`src/rtl/hbs_pkg.sv`:
```
// Shared types and constants for the height-map bilinear sampler.
// No dependencies; imported by every module of the block.
package hbs_pkg;

  // Field widths of the item channels
  localparam int OP_W       = 2;
  localparam int IDX_W      = 16;
  localparam int SAMPLE_W   = 8;
  localparam int POS_W      = 17;
  localparam int CELL_W     = 16;
  localparam int HEIGHT_W   = 18;
  localparam int SCALE_W    = 16;
  localparam int DIMCFG_W   = 9;
  localparam int CFG_IDX_W  = 2;
  localparam int CFG_DATA_W = 16;

  // scale_z is Q8.8
  localparam int SCALE_SHIFT = 8;

  // Opcodes
  localparam logic [OP_W-1:0] OP_WRITE  = 2'd0;
  localparam logic [OP_W-1:0] OP_COMMIT = 2'd1;
  localparam logic [OP_W-1:0] OP_QUERY  = 2'd2;

  // Register indexes
  localparam logic [CFG_IDX_W-1:0] CFG_MAP_WIDTH = 2'd0;
  localparam logic [CFG_IDX_W-1:0] CFG_MAP_DEPTH = 2'd1;
  localparam logic [CFG_IDX_W-1:0] CFG_SCALE_Z   = 2'd2;

  localparam logic [DIMCFG_W-1:0] DIM_RESET   = 9'd2;
  localparam logic [SCALE_W-1:0]  SCALE_RESET = 16'd256;

  localparam logic signed [HEIGHT_W-1:0] HEIGHT_MAX = 18'sh1FFFF;
  localparam logic signed [HEIGHT_W-1:0] HEIGHT_MIN = 18'sh20000;

  // Per-item control bits that travel down the pipeline
  typedef struct packed {
    logic is_write;
    logic is_query;
    logic was_loaded;
    logic on_terrain;
  } hbs_tag_t;

endpackage

```
`src/rtl/hbs_lerp.sv`:
```
// Bilinear datapath: x lerps, z lerp, saturation (stages 4-7).
// Depends on hbs_pkg.
module hbs_lerp #(
  parameter int FRAC_BITS = 8
) (
  input  logic                                clk,
  input  logic                                rst_n,
  input  logic                                en,
  input  logic                                s3_valid,
  input  hbs_pkg::hbs_tag_t                   s3_tag,
  input  logic [hbs_pkg::CELL_W-1:0]          s3_c00,
  input  logic [hbs_pkg::CELL_W-1:0]          s3_c01,
  input  logic [hbs_pkg::CELL_W-1:0]          s3_c10,
  input  logic [hbs_pkg::CELL_W-1:0]          s3_c11,
  input  logic signed [hbs_pkg::POS_W-1:0]    s3_fx,
  input  logic signed [hbs_pkg::POS_W-1:0]    s3_fz,
  output logic                                s7_valid,
  output hbs_pkg::hbs_tag_t                   s7_tag,
  output logic signed [hbs_pkg::HEIGHT_W-1:0] s7_height
);
  import hbs_pkg::*;

  localparam int DW1 = CELL_W + 1;
  localparam int P1W = DW1 + POS_W;
  // |weight| <= 2^16, so one lerp stays within 2^(32-FRAC) plus a cell
  localparam int HW  = 2 * CELL_W + 2 - FRAC_BITS;
  localparam int DW2 = HW + 1;
  localparam int P2W = DW2 + POS_W;
  localparam int SW  = P2W + 1;
  localparam logic signed [P1W-1:0] BIAS1 = P1W'((1 << FRAC_BITS) - 1);
  localparam logic signed [P2W-1:0] BIAS2 = P2W'((1 << FRAC_BITS) - 1);

  // stage 4
  logic signed [DW1-1:0]   d_lo, d_hi;
  logic signed [P1W-1:0]   p_lo, p_hi;
  logic                    s4_valid_r;
  hbs_tag_t                s4_tag_r;
  logic signed [P1W-1:0]   s4_p_lo_r, s4_p_hi_r;
  logic [CELL_W-1:0]       s4_a_lo_r, s4_a_hi_r;
  logic signed [POS_W-1:0] s4_fz_r;

  // stage 5
  logic signed [P1W-1:0]   bias_lo, bias_hi, q_lo, q_hi;
  logic signed [HW-1:0]    hb, ht;
  logic                    s5_valid_r;
  hbs_tag_t                s5_tag_r;
  logic signed [HW-1:0]    s5_hb_r, s5_ht_r;
  logic signed [POS_W-1:0] s5_fz_r;

  // stage 6
  logic signed [DW2-1:0]   d_z;
  logic signed [P2W-1:0]   p_z;
  logic                    s6_valid_r;
  hbs_tag_t                s6_tag_r;
  logic signed [P2W-1:0]   s6_p_r;
  logic signed [HW-1:0]    s6_hb_r;

  // stage 7
  logic signed [P2W-1:0]      bias_z, q_z;
  logic signed [SW-1:0]       h_full;
  logic signed [HEIGHT_W-1:0] h_sat;
  logic                       s7_valid_r;
  hbs_tag_t                   s7_tag_r;
  logic signed [HEIGHT_W-1:0] s7_height_r;

  always_comb begin
    d_lo = $signed({1'b0, s3_c01}) - $signed({1'b0, s3_c00});
    d_hi = $signed({1'b0, s3_c11}) - $signed({1'b0, s3_c10});
    p_lo = d_lo * s3_fx;
    p_hi = d_hi * s3_fx;

    // truncating divide by 2^FRAC_BITS: bias negatives before the shift
    bias_lo = s4_p_lo_r[P1W-1] ? BIAS1 : P1W'(0);
    bias_hi = s4_p_hi_r[P1W-1] ? BIAS1 : P1W'(0);
    q_lo    = (s4_p_lo_r + bias_lo) >>> FRAC_BITS;
    q_hi    = (s4_p_hi_r + bias_hi) >>> FRAC_BITS;
    hb      = HW'($signed({1'b0, s4_a_lo_r})) + HW'(q_lo);
    ht      = HW'($signed({1'b0, s4_a_hi_r})) + HW'(q_hi);

    d_z = DW2'(s5_ht_r) - DW2'(s5_hb_r);
    p_z = d_z * s5_fz_r;

    bias_z = s6_p_r[P2W-1] ? BIAS2 : P2W'(0);
    q_z    = (s6_p_r + bias_z) >>> FRAC_BITS;
    h_full = SW'(s6_hb_r) + SW'(q_z);
    if (h_full > HEIGHT_MAX) h_sat = HEIGHT_MAX;
    else if (h_full < HEIGHT_MIN) h_sat = HEIGHT_MIN;
    else h_sat = h_full[HEIGHT_W-1:0];
  end

  always_ff @(posedge clk) begin
    if (en) begin
      s4_tag_r  <= s3_tag;
      s4_p_lo_r <= p_lo;
      s4_p_hi_r <= p_hi;
      s4_a_lo_r <= s3_c00;
      s4_a_hi_r <= s3_c10;
      s4_fz_r   <= s3_fz;

      s5_tag_r <= s4_tag_r;
      s5_hb_r  <= hb;
      s5_ht_r  <= ht;
      s5_fz_r  <= s4_fz_r;

      s6_tag_r <= s5_tag_r;
      s6_p_r   <= p_z;
      s6_hb_r  <= s5_hb_r;

      s7_tag_r    <= s6_tag_r;
      s7_height_r <= (s6_tag_r.is_query && s6_tag_r.was_loaded) ? h_sat : '0;
    end
  end

  always_ff @(posedge clk) begin
    if (!rst_n) begin
      s4_valid_r <= 1'b0;
      s5_valid_r <= 1'b0;
      s6_valid_r <= 1'b0;
      s7_valid_r <= 1'b0;
    end else if (en) begin
      s4_valid_r <= s3_valid;
      s5_valid_r <= s4_valid_r;
      s6_valid_r <= s5_valid_r;
      s7_valid_r <= s6_valid_r;
    end
  end

  assign s7_valid  = s7_valid_r;
  assign s7_tag    = s7_tag_r;
  assign s7_height = s7_height_r;

  a_zero_unless_loaded_query: assert property (@(posedge clk) disable iff (!rst_n)
    s7_valid_r && !(s7_tag_r.is_query && s7_tag_r.was_loaded) |-> s7_height_r == '0)
    else $error("nonzero height on an item that is not a loaded query");

  a_on_terrain_query_only: assert property (@(posedge clk) disable iff (!rst_n)
    s7_valid_r && !s7_tag_r.is_query |-> !s7_tag_r.on_terrain)
    else $error("on_terrain set on a non-query item");

endmodule
```
`config.mk`:
```
export PLATFORM = sky130hd
export DESIGN_NAME = hbs_lerp
export DESIGN_NICKNAME = d
export VERILOG_FILES = /design/src/rtl/hbs_pkg.sv /design/src/rtl/hbs_lerp.sv
export SDC_FILE = /design/constraint.sdc
export NUM_CORES = 2
export LEC_CHECK = 0
export ABC_AREA = 1
export BUFFER_PORTS_ARGS = -buffer_cell sky130_fd_sc_hd__buf_2
export CORE_MARGIN = 2
export CORE_UTILIZATION = 25
export CTS_CLUSTER_SIZE = 24
export DETAILED_ROUTE_END_ITERATION = 8
export HOLD_SLACK_MARGIN = 0.1
export PLACE_DENSITY_LB_ADDON = 0.08
export SLEW_MARGIN = 20
export SYNTH_ARGS = -nofsm -noshare
export SYNTH_HDL_FRONTEND = slang
export SYNTH_SLANG_ARGS = --single-unit
export TNS_END_PERCENT = 50
```
`constraint.sdc`:
```
create_clock -name clk -period 7.4 [get_ports clk]
set_input_delay 0.37 -clock clk [delete_from_list [all_inputs] [get_ports clk]]
set_output_delay 0.37 -clock clk [all_outputs]
set_load 0.02 [all_outputs]
```
# Yosys cells after proc, flatten, opt, wreduce, memory -nomap -nowiden
# Cells that the tools add are included.
# totals
register_bits	294
inputBits	106
out_inout_bits	23
elab_cells	54
# classes
addsub	9
multipliers	3
n_lt_le_gt_ge	2
mux	5
bitwise_logic	1
n_reduce_logical	2
# ops
cell	n
$add A34 B9 Y34	2
$mul A17 B17 Y34	2
$add A17 B26 Y26	2
$add A44 B9 Y44	1
$mul A27 B17 Y44	1
$add A26 B36 Y37	1
$gt A37 B18 Y1 const B	1
$lt A37 B18 Y1 const B	1
$sub A16 B16 Y17	2
$sub A26 B26 Y27	1
$mux W8	3
$mux W18	1
$mux W17	1
$reduce_or A2 Y1	1
$logic_and A1 B1 Y1	1
$not A1 Y1	1

# Depth between registers and ports, before layout
# depth
depth_word	6
mapped_depth	40
mapped_depth_nobuf	40

# Worst setup path after synthesis
# Ideal clock, no wire load.
# synth_path
kind	input to register
startpoint	input port s3_c01[0] (netlist name)
endpoint	register s4_p_lo_r[31], data pin
arrival_time_ns	7.350
required_time_ns	7.138
setup_slack_ns	-0.212
stages	37
path_buffers	1
cell_sequence	inv_1 -> ha_1 -> inv_1 -> fa_1 -> nand3_1 -> nand2_1 -> nand3_1 -> o2111ai_1 -> nand3_1 -> nand2_1 -> nand2_1 -> nand2_1 -> a21oi_2 -> inv_1 -> buf_2 -> nor2_1 -> inv_1 -> fa_1 -> inv_1 -> fa_1 -> inv_1 -> fa_1 -> fa_1 -> inv_1 -> fa_1 -> inv_1 -> fa_1 -> inv_1 -> ha_1 -> nand2_1 -> nor3_1 -> nand3_1 -> nand3_1 -> nand2_1 -> o211ai_1 -> a21oi_1 -> xor2_1
# synth_via
elab_chain_len	2
# synth_lines
item	line_no	text
from (decl)	hbs_lerp.sv:12	input logic [hbs_pkg::CELL_W-1:0] s3_c01,
$sub A16 B16 Y17	hbs_lerp.sv:67	d_lo = $signed({1'b0, s3_c01}) - $signed({1'b0, s3_c00});
$mul A17 B17 Y34	hbs_lerp.sv:69	p_lo = d_lo * s3_fx;
net p_lo[31]	hbs_lerp.sv:35	logic signed [P1W-1:0] p_lo, p_hi;
to (signal assigned)	hbs_lerp.sv:94	s4_p_lo_r <= p_lo;
to (decl)	hbs_lerp.sv:38	logic signed [P1W-1:0] s4_p_lo_r, s4_p_hi_r;
# The timed path passes the listed nets, and every way through them passes these cells.
# A chain may end at the register's enable or synchronous reset.

# Final worst setup path
# layout_path
startpoint	register s5_hb_r[1]
endpoint	register s6_p_r[38], data pin
# layout_via
elab_chain_len	2
# layout_lines
item	line_no	text
from (decl)	hbs_lerp.sv:47	logic signed [HW-1:0] s5_hb_r, s5_ht_r;
from (signal assigned)	hbs_lerp.sv:101	s5_hb_r <= hb;
$sub A26 B26 Y27	hbs_lerp.sv:80	d_z = DW2'(s5_ht_r) - DW2'(s5_hb_r);
$mul A27 B17 Y44	hbs_lerp.sv:81	p_z = d_z * s5_fz_r;
net p_z[38]	hbs_lerp.sv:52	logic signed [P2W-1:0] p_z;
to (signal assigned)	hbs_lerp.sv:106	s6_p_r <= p_z;
to (decl)	hbs_lerp.sv:55	logic signed [P2W-1:0] s6_p_r;
# The timed path passes the listed nets, and every way through them passes these cells.

==> parameters.txt <==
Parameter                              Value

Drt
  Drt total wl    210.1 mm
  Detailed Route Iter0 Violations    roughly 2100
  Vias/cell    4.282
  Number of search-and-repair iterations in the first detailed-routing pass    5
  Antenna-violating nets left    0
  Routed vias    46070
  DRC errors left    0
  Mean routed wirelength per cell    roughly 20 microns

Final layout
  Utilization after layout    about a third
  Layout Area Growth over Synthesis    28.11%
  Post-layout net count    9306
  Area of all placed cells without fillers    72450 sq um
  Share of post-route cells with drive strength above 1    21.43%
  Non-Filler Instances    10760

Place
  Total cell area at the placement stage    67700 sq um
  Total of buffers placed on input and output ports    128
  Half-perimeter wire length after detailed placement    183.4 mm
  # placed instances    approximately 11000
  Placer Congestion    around 0.87

Die
  Number of core rows    174
  Horizontal extent of the die    between 400 and 500 microns
  Core Footprint    around 220000 sq um
  Area enclosed by the die boundary    about 230000 sq um
  Top Ports    129
  Height of the die    between 400 and 500 microns
  Starting density of the core    25.15%

Worst setup path
  Arrival time of the worst setup path    a little under 8 ns
  Max stage delay on crit path    0.60 ns
  Critical setup path kind    reg -> reg
  CP Capture Type    flop
  Max stage delay cell, worst path    sky130_fd_sc_hd__fa_2
  Critical path's most frequent cell    sky130_fd_sc_hd__fa_1
  RR Endpoint    s6_p_r[38]$_DFFE_PP_
  Reg2Reg Setup Slack    -0.16 ns
  Kind of start point of the critical path    flop
  Register-to-Register Path Depth    34
  Worst path required time    7.80 ns
  Max Fanout on Critical Path    5
  Startpoint of the worst register-to-register path    s5_hb_r[1]$_DFFE_PP_
  Critical path buffer and inverter count    10
  Kind of cell adding the most delay to the critical path    adder cells

STA
  Unrepaired setup endpoints after global routing    true
  Final setup violation count    5
  Post-route clock skew    approximately 0.038 ns
  Final critical path time including I/O delays and setup    7.556 ns
  Worst Max-Slew Pin Slew    approximately 0.89 ns
  Post-route clock period utilization    102.1%
  Max Freq    132.4 MHz
  Post-route setup TNS    -0.5509 ns
  Total count of hold-check failures in the final report    0
  Max transition margin    40.49%
  Final setup margin    -0.1557 ns
  Number of max-slew violations in the final report    0

Synthesis
  Sequential share of the synthesized area    about 16%
  Count of flip-flops with a built-in enable after synthesis    290
  Post-synthesis net count    around 8300
  Flops & latches, synth    294
  Distinct cells, synth    62
  Post-Syn Area per Cell    8.445 sq um
  Share of flip-flops with an asynchronous set or reset    0%
  Post-Synthesis Cells    6697
  Commonest register cell after synthesis    sky130_fd_sc_hd__edfxtp_1
  Post-synth top cells    1666 x sky130_fd_sc_hd__inv_1, 1236 x sky130_fd_sc_hd__nand2_1, 1044 x sky130_fd_sc_hd__fa_1, 726 x sky130_fd_sc_hd__nor2_1, 422 x sky130_fd_sc_hd__ha_1
  Most numerous cell in the Yosys netlist    sky130_fd_sc_hd__inv_1
  Number of synthesis warnings    0
  Post-synth top area share    a little under two fifths
  Biggest area contributors in the synthesized netlist    sky130_fd_sc_hd__fa_1 37%, sky130_fd_sc_hd__edfxtp_1 15%, sky130_fd_sc_hd__inv_1 11%, sky130_fd_sc_hd__ha_1 9.3%, sky130_fd_sc_hd__nand2_1 8.2%
  Post-Synthesis Cell Area    about 57000 sq um
  Post-synthesis cell type with the largest combined area    sky130_fd_sc_hd__fa_1

Min path
  Startpoint of the most critical hold path    en
  WHS Path Cells    1
  Hold path endpoint    s4_fz_r[12]$_DFFE_PP_
  Hold crit path type    in -> reg

Clock tree
  CTS Root Buffer Type    sky130_fd_sc_hd__clkbuf_16
  Count of H-tree levels built during CTS    2
  Largest buffer count on any clock path    3
  Clk_lat worst skew    0.66 ns
  TritonCTS clock tree    done
  Clock sink count    294
  Number of clock buffers inserted by TritonCTS    39
  CTS clk-pin slew, worst paths    0.07 ns

Run
  Max cap viols    0

GRT
  First-pass GRT wire length    317.3 mm
  Largest net degree at the start of global routing    139
  Antenna violations before repair    5
  GR Util All Layers    between 10% and 20%
  Leftover overflow at the end of global routing    0
  Vias in the first global route    50200

Outcome
  Status    finished with violations
  Failing checks    negative setup slack
[layer usage]
| layer | track usage [%] | share of wire [%] | vias to the layer above |
|---|---|---|---|
| li1 | - | - | 22130 |
| met1 | 23.17 | 43 | 23250 |
| met2 | 34.91 | 54 | 554 |
| met3 | 1.100 | 2.2 | 140 |
| met4 | 2.714 | 1.5 | 0 |
| met5 | 0 | 0 | - |
[state kept, by name, summed over array words and instances (netlist names), 4 cells and up]
register,flops
s5_tag_r,4
s5_hb_r,26
s6_hb_r,26
s4_tag_r,4
s5_ht_r,26
s6_tag_r,4
s4_a_lo_r,16
s4_fz_r,17
s4_p_hi_r,34
s7_tag,4
s7_height,18
s4_p_lo_r,34
s5_fz_r,17
s6_p_r,44
s4_a_hi_r,16
[how the worst max path moves through the flow]
stage	from	to	slack, ns	cells past startpoint
6_report	s5_hb_r[1]$_DFFE_PP_	s6_p_r[38]$_DFFE_PP_	-0.16	34
4_1_cts	s5_hb_r[0]$_DFFE_PP_	s6_p_r[42]$_DFFE_PP_	-0.25	35
5_1_grt	s5_hb_r[0]$_DFFE_PP_	s6_p_r[40]$_DFFE_PP_	-0.43	35
3_3_place_gp	s5_hb_r[1]$_DFFE_PP_	s6_p_r[40]$_DFFE_PP_	-1.07	36
3_5_place_dp	s5_hb_r[1]$_DFFE_PP_	s6_p_r[40]$_DFFE_PP_	-1.12	36
2_1_floorplan	s3_c01[0]	s4_p_lo_r[31]$_DFFE_PP_	0.04	37
[layout by cell type (no fill, tap or decap), types with 48 or more instances in the layout]
master                          netlist  layout
sky130_fd_sc_hd__a21oi_1            257     196
sky130_fd_sc_hd__a21oi_2             16      62
sky130_fd_sc_hd__buf_2                5     127
sky130_fd_sc_hd__buf_4                1     867
sky130_fd_sc_hd__dlygate4sd3_1        0      56
sky130_fd_sc_hd__edfxtp_1           290     290
sky130_fd_sc_hd__fa_1              1044    1002
sky130_fd_sc_hd__ha_1               422     371
sky130_fd_sc_hd__ha_4                 0      48
sky130_fd_sc_hd__inv_1             1666    1611
sky130_fd_sc_hd__inv_2                9      55
sky130_fd_sc_hd__nand2_1           1236    1182
sky130_fd_sc_hd__nand2_2             30      60
sky130_fd_sc_hd__nand3_1            179     166
sky130_fd_sc_hd__nor2_1             726     675
sky130_fd_sc_hd__o21ai_0             90      62
sky130_fd_sc_hd__xnor2_1             90      86
sky130_fd_sc_hd__xor2_1             148     138
[cell type report]
cell class,instances,area [sq um]
tap,2992,3744
clock inverter,20,314.1
timing repair buffer,1134,9065
clock buffer,51,1031
sequential,294,8788
multi-input combinational,4564,43090
antenna,2,5.005
inverter,1701,6421
fill,24010,152400
[per-stage QoR]
| step | hold WS, ns | worst slack [ns] |
|---|---|---|
| after detailed placement | 0.4052 | -1.117 |
| final | 0.1683 | -0.1557 |
| after CTS | 0.1548 | -0.2526 |
| after global routing | 0.1793 | -0.4315 |
| after floorplan | 0.4003 | 0.04222 |
| after global placement | 0.4009 | -1.073 |
[repair_timing]
action                                  4_1_cts  5_1_grt
resized for setup                           308      266
hold buffers                                 56        0
pin swaps                                    92      174
setup buffers                                17       36
hold endpoints to repair                     57        0
endpoints found under the setup margin       44       53
[cells by family after synthesis]
family                     count (synthesis)  share of synthesized area, %
AOI/OAI and AO/OA                        496                         5.066
xor gates and xnor gates                 241                         3.772
adders and majority gates               1466                         46.29
buffers and inverters                   1839                         12.27
DFF                                      294                         15.54
and+or+nand+nor                         2361                         17.06
Power is not shown: default switching activity piles up to over one toggle a cycle in this logic, so the estimate is an artifact.
