`config.mk`:
```
export PLATFORM = sky130hd
export DESIGN_NAME = hbs_front
export DESIGN_NICKNAME = d
export VERILOG_FILES = /design/src/rtl/hbs_pkg.sv /design/src/rtl/hbs_front.sv
export SDC_FILE = /design/constraint.sdc
export NUM_CORES = 1
export LEC_CHECK = 0
export BUFFER_PORTS_ARGS = -buffer_cell sky130_fd_sc_hd__buf_2
export CAP_MARGIN = 20
export CORE_ASPECT_RATIO = 1.5
export CORE_MARGIN = 4
export CORE_UTILIZATION = 60
export CTS_CLUSTER_DIAMETER = 150
export DETAILED_ROUTE_END_ITERATION = 6
export GPL_TIMING_DRIVEN = 1
export PLACE_DENSITY = 0.82
export SYNTH_ARGS = -nofsm -noshare
export SYNTH_HDL_FRONTEND = slang
export SYNTH_SLANG_ARGS = --single-unit
```
`constraint.sdc`:
```
create_clock -name clk -period 8.68 [get_ports clk]
set_input_delay 0.868 -clock clk [delete_from_list [all_inputs] [get_ports clk]]
set_output_delay 0.868 -clock clk [all_outputs]
set_load 0.05 [all_outputs]
```
`src/rtl/hbs_pkg.sv`:
```
// Shared types and constants for the height-map bilinear sampler.
// No dependencies; imported by every module of the block.
package hbs_pkg;

  // Field widths of the item channels
  localparam int OP_W       = 2;
  localparam int IDX_W      = 16;
  localparam int SAMPLE_W   = 8;
  localparam int POS_W      = 17;
  localparam int CELL_W     = 16;
  localparam int HEIGHT_W   = 18;
  localparam int SCALE_W    = 16;
  localparam int DIMCFG_W   = 9;
  localparam int CFG_IDX_W  = 2;
  localparam int CFG_DATA_W = 16;

  // scale_z is Q8.8
  localparam int SCALE_SHIFT = 8;

  // Opcodes
  localparam logic [OP_W-1:0] OP_WRITE  = 2'd0;
  localparam logic [OP_W-1:0] OP_COMMIT = 2'd1;
  localparam logic [OP_W-1:0] OP_QUERY  = 2'd2;

  // Register indexes
  localparam logic [CFG_IDX_W-1:0] CFG_MAP_WIDTH = 2'd0;
  localparam logic [CFG_IDX_W-1:0] CFG_MAP_DEPTH = 2'd1;
  localparam logic [CFG_IDX_W-1:0] CFG_SCALE_Z   = 2'd2;

  localparam logic [DIMCFG_W-1:0] DIM_RESET   = 9'd2;
  localparam logic [SCALE_W-1:0]  SCALE_RESET = 16'd256;

  localparam logic signed [HEIGHT_W-1:0] HEIGHT_MAX = 18'sh1FFFF;
  localparam logic signed [HEIGHT_W-1:0] HEIGHT_MIN = 18'sh20000;

  // Per-item control bits that travel down the pipeline
  typedef struct packed {
    logic is_write;
    logic is_query;
    logic was_loaded;
    logic on_terrain;
  } hbs_tag_t;

endpackage

```
`src/rtl/hbs_front.sv`:
```
// Front end: decode, sample scaling, tile search and cell address (stages 1-2).
// Depends on hbs_pkg.
module hbs_front #(
  parameter int MAX_DIM   = 256,
  parameter int FRAC_BITS = 8
) (
  input  logic                             clk,
  input  logic                             rst_n,
  input  logic                             en,
  input  logic                             in_valid,
  input  logic [hbs_pkg::OP_W-1:0]         opcode,
  input  logic [hbs_pkg::IDX_W-1:0]        cell_index,
  input  logic [hbs_pkg::SAMPLE_W-1:0]     sample,
  input  logic signed [hbs_pkg::POS_W-1:0] x_pos,
  input  logic signed [hbs_pkg::POS_W-1:0] z_pos,
  input  logic [hbs_pkg::DIMCFG_W-1:0]     map_width,
  input  logic [hbs_pkg::DIMCFG_W-1:0]     map_depth,
  input  logic [hbs_pkg::SCALE_W-1:0]      scale_z,
  output logic                             s2_valid,
  output hbs_pkg::hbs_tag_t                s2_tag,
  output logic [hbs_pkg::IDX_W-1:0]        s2_addr,
  output logic [hbs_pkg::IDX_W-1:0]        s2_row_step,
  output logic [hbs_pkg::CELL_W-1:0]       s2_wr_data,
  output logic signed [hbs_pkg::POS_W-1:0] s2_fx,
  output logic signed [hbs_pkg::POS_W-1:0] s2_fz
);
  import hbs_pkg::*;

  localparam int DIM_W  = $clog2(MAX_DIM + 1);
  localparam int CMP_W  = (DIM_W > DIMCFG_W) ? DIM_W : DIMCFG_W;
  localparam int PW     = POS_W + DIM_W + FRAC_BITS + 1;
  localparam int AW     = (2 * DIM_W + 1 > IDX_W) ? 2 * DIM_W + 1 : IDX_W;
  localparam int PROD_W = SAMPLE_W + SCALE_W;

  // Dimension clamped to 2..MAX_DIM
  function automatic logic [DIM_W-1:0] eff_dim(input logic [DIMCFG_W-1:0] d);
    logic [CMP_W-1:0] dz;
    dz = CMP_W'(d);
    if (dz < CMP_W'(2)) eff_dim = DIM_W'(2);
    else if (dz > CMP_W'(MAX_DIM)) eff_dim = DIM_W'(MAX_DIM);
    else eff_dim = DIM_W'(dz);
  endfunction

  // floor(pos), clamped to 0..dim-2
  function automatic logic [DIM_W-1:0] tile_of(input logic signed [POS_W-1:0] pos,
                                               input logic [DIM_W-1:0] dim);
    logic signed [PW-1:0] t;
    logic signed [PW-1:0] lim;
    t   = PW'(pos) >>> FRAC_BITS;
    lim = $signed(PW'(dim)) - $signed(PW'(2));
    if (t < 0) tile_of = '0;
    else if (t > lim) tile_of = DIM_W'(lim);
    else tile_of = DIM_W'(t);
  endfunction

  logic                 loaded_r;
  logic                 accept;
  logic [DIM_W-1:0]     w_eff, d_eff, tx, tz;
  logic signed [PW-1:0] fx_w, fz_w, x_lim, z_lim;
  logic                 on_grid;
  logic [PROD_W-1:0]    prod;
  hbs_tag_t             tag_nxt;
  logic [AW-1:0]        i0_full;

  // stage 1 registers
  logic                    s1_valid_r;
  hbs_tag_t                s1_tag_r;
  logic [IDX_W-1:0]        s1_cell_r;
  logic [CELL_W-1:0]       s1_wr_r;
  logic [DIM_W-1:0]        s1_tx_r, s1_tz_r, s1_w_r;
  logic signed [POS_W-1:0] s1_fx_r, s1_fz_r;

  // stage 2 registers
  logic                    s2_valid_r;
  hbs_tag_t                s2_tag_r;
  logic [IDX_W-1:0]        s2_addr_r, s2_row_step_r;
  logic [CELL_W-1:0]       s2_wr_r;
  logic signed [POS_W-1:0] s2_fx_r, s2_fz_r;

  always_comb begin
    accept  = in_valid && en;
    w_eff   = eff_dim(map_width);
    d_eff   = eff_dim(map_depth);
    tx      = tile_of(x_pos, w_eff);
    tz      = tile_of(z_pos, d_eff);
    fx_w    = PW'(x_pos) - $signed(PW'(tx) << FRAC_BITS);
    fz_w    = PW'(z_pos) - $signed(PW'(tz) << FRAC_BITS);
    x_lim   = $signed(PW'(w_eff - DIM_W'(1)) << FRAC_BITS);
    z_lim   = $signed(PW'(d_eff - DIM_W'(1)) << FRAC_BITS);
    on_grid = (x_pos >= 0) && (z_pos >= 0) && (PW'(x_pos) < x_lim) && (PW'(z_pos) < z_lim);
    prod    = PROD_W'(sample) * PROD_W'(scale_z);

    tag_nxt.is_write   = (opcode == OP_WRITE);
    tag_nxt.is_query   = (opcode == OP_QUERY);
    tag_nxt.was_loaded = loaded_r;
    tag_nxt.on_terrain = (opcode == OP_QUERY) && on_grid;

    i0_full = AW'(s1_tz_r) * AW'(s1_w_r) + AW'(s1_tx_r);
  end

  always_ff @(posedge clk) begin
    if (!rst_n) begin
      loaded_r   <= 1'b0;
      s1_valid_r <= 1'b0;
      s2_valid_r <= 1'b0;
    end else begin
      if (accept && opcode == OP_COMMIT) begin
        loaded_r <= 1'b1;
      end
      if (en) begin
        s1_valid_r <= accept;
        s2_valid_r <= s1_valid_r;
      end
    end
  end

  always_ff @(posedge clk) begin
    if (en) begin
      s1_tag_r  <= tag_nxt;
      s1_cell_r <= cell_index;
      s1_wr_r   <= prod[SCALE_SHIFT +: CELL_W];
      s1_tx_r   <= tx;
      s1_tz_r   <= tz;
      s1_w_r    <= w_eff;
      s1_fx_r   <= fx_w[POS_W-1:0];
      s1_fz_r   <= fz_w[POS_W-1:0];

      s2_tag_r      <= s1_tag_r;
      s2_addr_r     <= s1_tag_r.is_write ? s1_cell_r : i0_full[IDX_W-1:0];
      s2_row_step_r <= IDX_W'(s1_w_r);
      s2_wr_r       <= s1_wr_r;
      s2_fx_r       <= s1_fx_r;
      s2_fz_r       <= s1_fz_r;
    end
  end

  assign s2_valid    = s2_valid_r;
  assign s2_tag      = s2_tag_r;
  assign s2_addr     = s2_addr_r;
  assign s2_row_step = s2_row_step_r;
  assign s2_wr_data  = s2_wr_r;
  assign s2_fx       = s2_fx_r;
  assign s2_fz       = s2_fz_r;

  // once loaded, the grid stays loaded until reset
  a_loaded_sticky: assert property (@(posedge clk) disable iff (!rst_n)
    !$fell(loaded_r))
    else $error("loaded flag dropped without reset");

endmodule

```
After elaboration in Yosys (flattened, before gate mapping) --
Index checks and enable logic that the tools add are counted.
Storage, ports and cells: flip-flop bits (word level) 179, output and inout port bits 87, logic and storage cells 62
Cells by class: $add $sub $neg 7, multiply operators 2, $lt $le $gt $ge 12, equality and inequality tests 2, mux-type cells 9, reductions and logical operators 7
Operator list (count):
- $mux W9 | 8
- $lt A17 B18 Y1 | 2
- $ge A17 B1 Y1 const B | 2
- $sub A17 B17 Y17 | 2
- $mul A8 B16 Y24 | 1
- $gt A9 B10 Y1 | 2
- $sub A9 B1 Y10 const B | 2
- $sub A9 B2 Y10 const B | 2
- $gt A9 B9 Y1 const B | 2
- $lt A9 B1 Y1 const B | 2
- $lt A9 B2 Y1 const B | 2
- $add A16 B9 Y16 | 1
- $mul A9 B9 Y16 | 1
- $mux W16 | 1
- $logic_and A1 B1 Y1 | 6
- $eq A2 B1 Y1 const B | 1
- $eq A2 B2 Y1 const B | 1
- $logic_not A2 Y1 | 1

Longest topological paths before layout --
depth after elaboration 8, gate-level depth with buffers 26

Worst setup path before layout --
No wires, ideal clock.
path type input -> register, start in map_width[6] (netlist bit), end reg s1_fx_r[16], data pin, arrival 5.264 ns, required time 8.413 ns, setup slack 3.149 ns, cell stages on the path 26, buffers on the path 2, cells stage by stage nor4_1 nor3b_2 nor2_1 nor2_1 inv_1 ha_1 nor2b_1 o211ai_1 ha_1 nand3_1 a21oi_1 o31a_1 o21ai_1 a211o_1 buf_2 buf_4 mux2i_1 ha_1 inv_1 fa_1 a21o_1 a21oi_1 o21bai_1 a21oi_1 o21ai_0 xnor2_1
Between the ends: word-level cells in the longest chain between the ends 8
Ends and longest elaborated chain:
- start, declared | RTL line hbs_front.sv:16 | input logic [hbs_pkg::DIMCFG_W-1:0] map_width,
- $gt A9 B9 Y1 | RTL line hbs_front.sv:40 | else if (dz > CMP_W'(MAX_DIM)) eff_dim = DIM_W'(MAX_DIM);
- $mux W9 | RTL line hbs_front.sv:40
- $mux W9 * | RTL line hbs_front.sv:39 | if (dz < CMP_W'(2)) eff_dim = DIM_W'(2);
- net w_eff[1] | RTL line hbs_front.sv:58 | logic [DIM_W-1:0] w_eff, d_eff, tx, tz;
- $sub A9 B2 Y10 * | RTL line hbs_front.sv:50 | lim = $signed(PW'(dim)) - $signed(PW'(2));
- $gt A9 B10 Y1 * | RTL line hbs_front.sv:52 | else if (t > lim) tile_of = DIM_W'(lim);
- $mux W9 * | RTL line hbs_front.sv:52
- $mux W9 * | RTL line hbs_front.sv:51 | if (t < 0) tile_of = '0;
- net tx[0] | RTL line hbs_front.sv:58
- $sub A17 B17 Y17 * | RTL line hbs_front.sv:86 | fx_w = PW'(x_pos) - $signed(PW'(tx) << FRAC_BITS);
- net fx_w[16] | RTL line hbs_front.sv:59 | logic signed [PW-1:0] fx_w, fz_w, x_lim, z_lim;
- end signal, assigned | RTL line hbs_front.sv:125 | s1_fx_r <= fx_w[POS_W-1:0];
- end, declared | RTL line hbs_front.sv:71 | logic signed [POS_W-1:0] s1_fx_r, s1_fz_r;
The timed path passes the listed nets; every way through them passes the cells marked *. A chain may end at the register's enable or synchronous reset.

Final worst setup path --
Ends and elaborated chain as after synthesis.

==> impl_metrics.yaml <==
die:
  die_outline_height_um: 199
  start_util_pct: 61.3
  std_cell_rows: 69
  die_x_um: 135
  pin_count: 185
  floorplan.die_area_sq_mm: 0.0269
  core_area_sq_mm: 0.0238
synth:
  number_of_flip_flops_and_latches_in_the_synthesized_netlist: 179
  syn-instance-count: 1305
  yosys_warnings: 0
  synth_edf_count: 176
  synth_area_per_cell_sq_um: 11.2
  synth.top_cells.by_area: "sky130_fd_sc_hd__edfxtp_1, sky130_fd_sc_hd__fa_1, sky130_fd_sc_hd__ha_1, sky130_fd_sc_hd__inv_1, sky130_fd_sc_hd__nand2_1"
  synth_top_cell_by_area: "sky130_fd_sc_hd__edfxtp_1"
  synthFlopType: "sky130_fd_sc_hd__edfxtp_1"
  post_synthesis_instance_area_sq_mm: 0.0146
  netlist.area_leader.share_pct: 36.2
  synth_top_cells_by_count: "sky130_fd_sc_hd__edfxtp_1, sky130_fd_sc_hd__inv_1, sky130_fd_sc_hd__nand2_1"
  synth.lib_cells_used.distinct: 69
  synth.yosys.seq_area_share_pct: 36.6
  synthArstFlopShare_pct: 0
  yosysMostFrequentCell: "sky130_fd_sc_hd__edfxtp_1"
cells_and_area:
  register_area_sq_mm: 0.00535
  syn_to_final_growth_pct: 11.9
  fin_nets: 1857
  multi_input_area_sq_mm: 0.00847
  layout.core_utilization_pct: 68.6
  antenna_cells_inserted: 0
  fillers: 1797
  final_layout_size_suffix_gt1_share_pct: 16.1
worst_setup_path:
  timing.critical_path.required_ns: 8.85
  cp.arrival_ns: 6.28
  sort_of_element_at_the_start_of_the_critical_path: "input pin"
  crit_fanout: 15
  path_class: "in -> reg"
  capturing_element_type_of_the_critical_path: "flip-flop"
timing:
  finalWorstPathRequiredPeriod_ns: 6.11
  tns_ns: 0
  max-slew-margin-rel_pct: 33.5
  setup_repair_after_global_routing_missed_its_margin: "false"
  finalWorstSetupSlack_ns: 2.57
  whs_ns: 0.420
  clock_skew_ns: 0.00844
  worst_pin_slew_ns: 0.997
  final.period_utilization_pct: 70.4
  timing_hold_violations_final: 0
  achievable-frequency_mhz: 164
  finalSetupViolations: 0
  report.final.slew_viol_count: 0
placed_design:
  placement.setup.worst_slack_ns: 2.14
  place.port_buffers: 177
  detailedPlacementHpwl_mm: 23.3
  gp_congestion: 0.899
grt:
  grtUsageTotal_pct: 22.8
  grt-ovfl-total: 0
  number_of_global_route_vias_before_repair: 10400
  maximum_number_of_pins_on_one_net_before_global_route_repair: 97
  wire_length_of_the_first_global_routing_pass_mm: 48.5
  antenna_found_initial: 5
clock_network:
  clock_sinks: 179
  post_cts_resize_count: 0
  cts.path.max_buffers: 2
  cts-buffers-inserted: 17
  htree_num_levels: 4
  cts_setup_buffers: 0
  clk_tree_root_cell: "sky130_fd_sc_hd__clkbuf_16"
  clkLatencyLatePin_ns: 0.43
  tritoncts: "built"
  cts_hold_buffers: 0
  reg_clk_slew_reported_paths_ns: 0.07
drt:
  detailed_route_drc_error_count: 0
  post_drt_via_cell_ratio: 5.52
  detailed_routing_iteration_count_for_the_pre_antenna_repair_pass: 6
  routedWlPerCell_um: 16.3
  final_antenna_net_count: 0
  via_count: 9974
  wirelength_mm: 29.5
  initial_drt_markers: 344
pwr:
  power_leakage_nw: 7.56
  power.density_cell_area_mw_per_mm2: 292
  irDropWorstVdd_mv: 0.232
  power_w: 0.00478
hold_path:
  worst_hold_path_type: "reg -> reg"
outcome:
  result_of_the_run: "completed"
run:
  timing.max_cap.violations: 0
-- through the flow --
stage                     instance area, sq um  instances
final                                    16300       1807
after global routing                     16300       1807
after CTS                                16300       1807
after detailed placement                 15800       1776
after global placement                   15800       1776
after floorplan                          14600       1317
-- registers in the layout, summed over array words and instances, names as in the netlist, 16 cells and up --
| signal | cells |
|---|---|
| s1_cell_r | 16 |
| s1_fx_r | 17 |
| s1_fz_r | 17 |
| s1_wr_r | 16 |
| s2_addr | 16 |
| s2_fx | 17 |
| s2_fz | 17 |
| s2_wr_data | 16 |
-- worst paths after layout --
path,cells after the start,start,endpoint,slack (ns)
worst max register to register,15,s1_w_r[2],s2_addr[13],3.46
worst max-delay path,25,map_width[6],s1_fx_r[16],2.57
worst min-delay path,0,s1_fz_r[6],s2_fz[6],0.42
worst min register to register,0,s1_fz_r[6],s2_fz[6],0.42
-- critical path, cell delays in order --
cell and delay (ns):
sky130_fd_sc_hd__buf_2 0.14, sky130_fd_sc_hd__nor4_1 0.38, sky130_fd_sc_hd__nor3b_2 0.32, sky130_fd_sc_hd__nor2_1 0.11, sky130_fd_sc_hd__nor2_1 0.22, sky130_fd_sc_hd__inv_1 0.09, sky130_fd_sc_hd__ha_1 0.27, sky130_fd_sc_hd__nor2b_1 0.15
sky130_fd_sc_hd__o211ai_1 0.25, sky130_fd_sc_hd__ha_1 0.30, sky130_fd_sc_hd__nand3_1 0.10, sky130_fd_sc_hd__a21oi_1 0.05, sky130_fd_sc_hd__o31a_1 0.28, sky130_fd_sc_hd__o21ai_1 0.15, sky130_fd_sc_hd__a211o_1 0.57, sky130_fd_sc_hd__mux2i_1 0.33
sky130_fd_sc_hd__ha_1 0.18, sky130_fd_sc_hd__inv_1 0.06, sky130_fd_sc_hd__fa_1 0.39, sky130_fd_sc_hd__a21o_1 0.19, sky130_fd_sc_hd__a21oi_1 0.23, sky130_fd_sc_hd__o21bai_1 0.09, sky130_fd_sc_hd__a21oi_1 0.24, sky130_fd_sc_hd__o21ai_0 0.16
sky130_fd_sc_hd__xnor2_1 0.15
-- final cells by class --
cell class	count	share of cell area, %
well taps	319	2.44
inverters	174	4.00
clock buffers	17	2.60
flip-flops and latches	179	32.7
multi-input cells	925	51.8
clock inverters	14	0.873
repair buffers	179	5.55
-- cell usage in the layout, fill, tap and decap left out, types with 4 or more instances in the layout --
cell type                   count
sky130_fd_sc_hd__a211oi_1       6
sky130_fd_sc_hd__a21boi_0       4
sky130_fd_sc_hd__a21o_1        25
sky130_fd_sc_hd__a21oi_1       43
sky130_fd_sc_hd__and2_1        84
sky130_fd_sc_hd__buf_2        176
sky130_fd_sc_hd__clkbuf_16     17
sky130_fd_sc_hd__clkinv_4       4
sky130_fd_sc_hd__conb_1        14
sky130_fd_sc_hd__edfxtp_1     176
sky130_fd_sc_hd__fa_1         139
sky130_fd_sc_hd__ha_1         144
sky130_fd_sc_hd__inv_1        174
sky130_fd_sc_hd__inv_8          4
sky130_fd_sc_hd__mux2_2         9
sky130_fd_sc_hd__mux2_4         5
sky130_fd_sc_hd__mux2i_1       14
sky130_fd_sc_hd__nand2_1      160
sky130_fd_sc_hd__nand2b_1      12
sky130_fd_sc_hd__nand3_1        8
sky130_fd_sc_hd__nand4_1        5
sky130_fd_sc_hd__nor2_1        41
sky130_fd_sc_hd__nor2b_1       26
sky130_fd_sc_hd__nor3_1         8
sky130_fd_sc_hd__nor3b_1        6
sky130_fd_sc_hd__nor4_1         5
sky130_fd_sc_hd__o21a_1        15
sky130_fd_sc_hd__o21ai_0       31
sky130_fd_sc_hd__o21ai_1        5
sky130_fd_sc_hd__o21bai_1       7
sky130_fd_sc_hd__or2_1          6
sky130_fd_sc_hd__xnor2_1       34
sky130_fd_sc_hd__xor2_1        20
-- kinds of logic (layout without fill, tap and decap cells) --
kind of cell / count (synthesis) / count (layout) / synth area share [%]
adders and majority gates: 283 / 283 / 31.4
AOI/OAI and AO/OA: 166 / 166 / 7.73
buffers and inverters: 213 / 384 / 5.70
and+or+nand+nor: 379 / 379 / 13.0
DFF: 179 / 179 / 36.6
muxes: 29 / 29 / 2.25
xor gates and xnor gates: 54 / 54 / 3.24
other: 2 / 14 / 0.0514
-- power by group --
part           internal, W  switching, W
sequential         0.00122     0.0000611
combinational      0.00114       0.00162
clock             0.000381      0.000357
total              0.00273       0.00204
-- routing by layer --
layer	global-route usage [%]	vias up	part of all wire, %
li1	-	4687	-
met1	25.0	4892	36
met2	42.5	304	55
met3	4.68	81	5.3
met4	9.30	10	3.1
met5	0	-	0.21
Power figures use the tool's default switching activity.
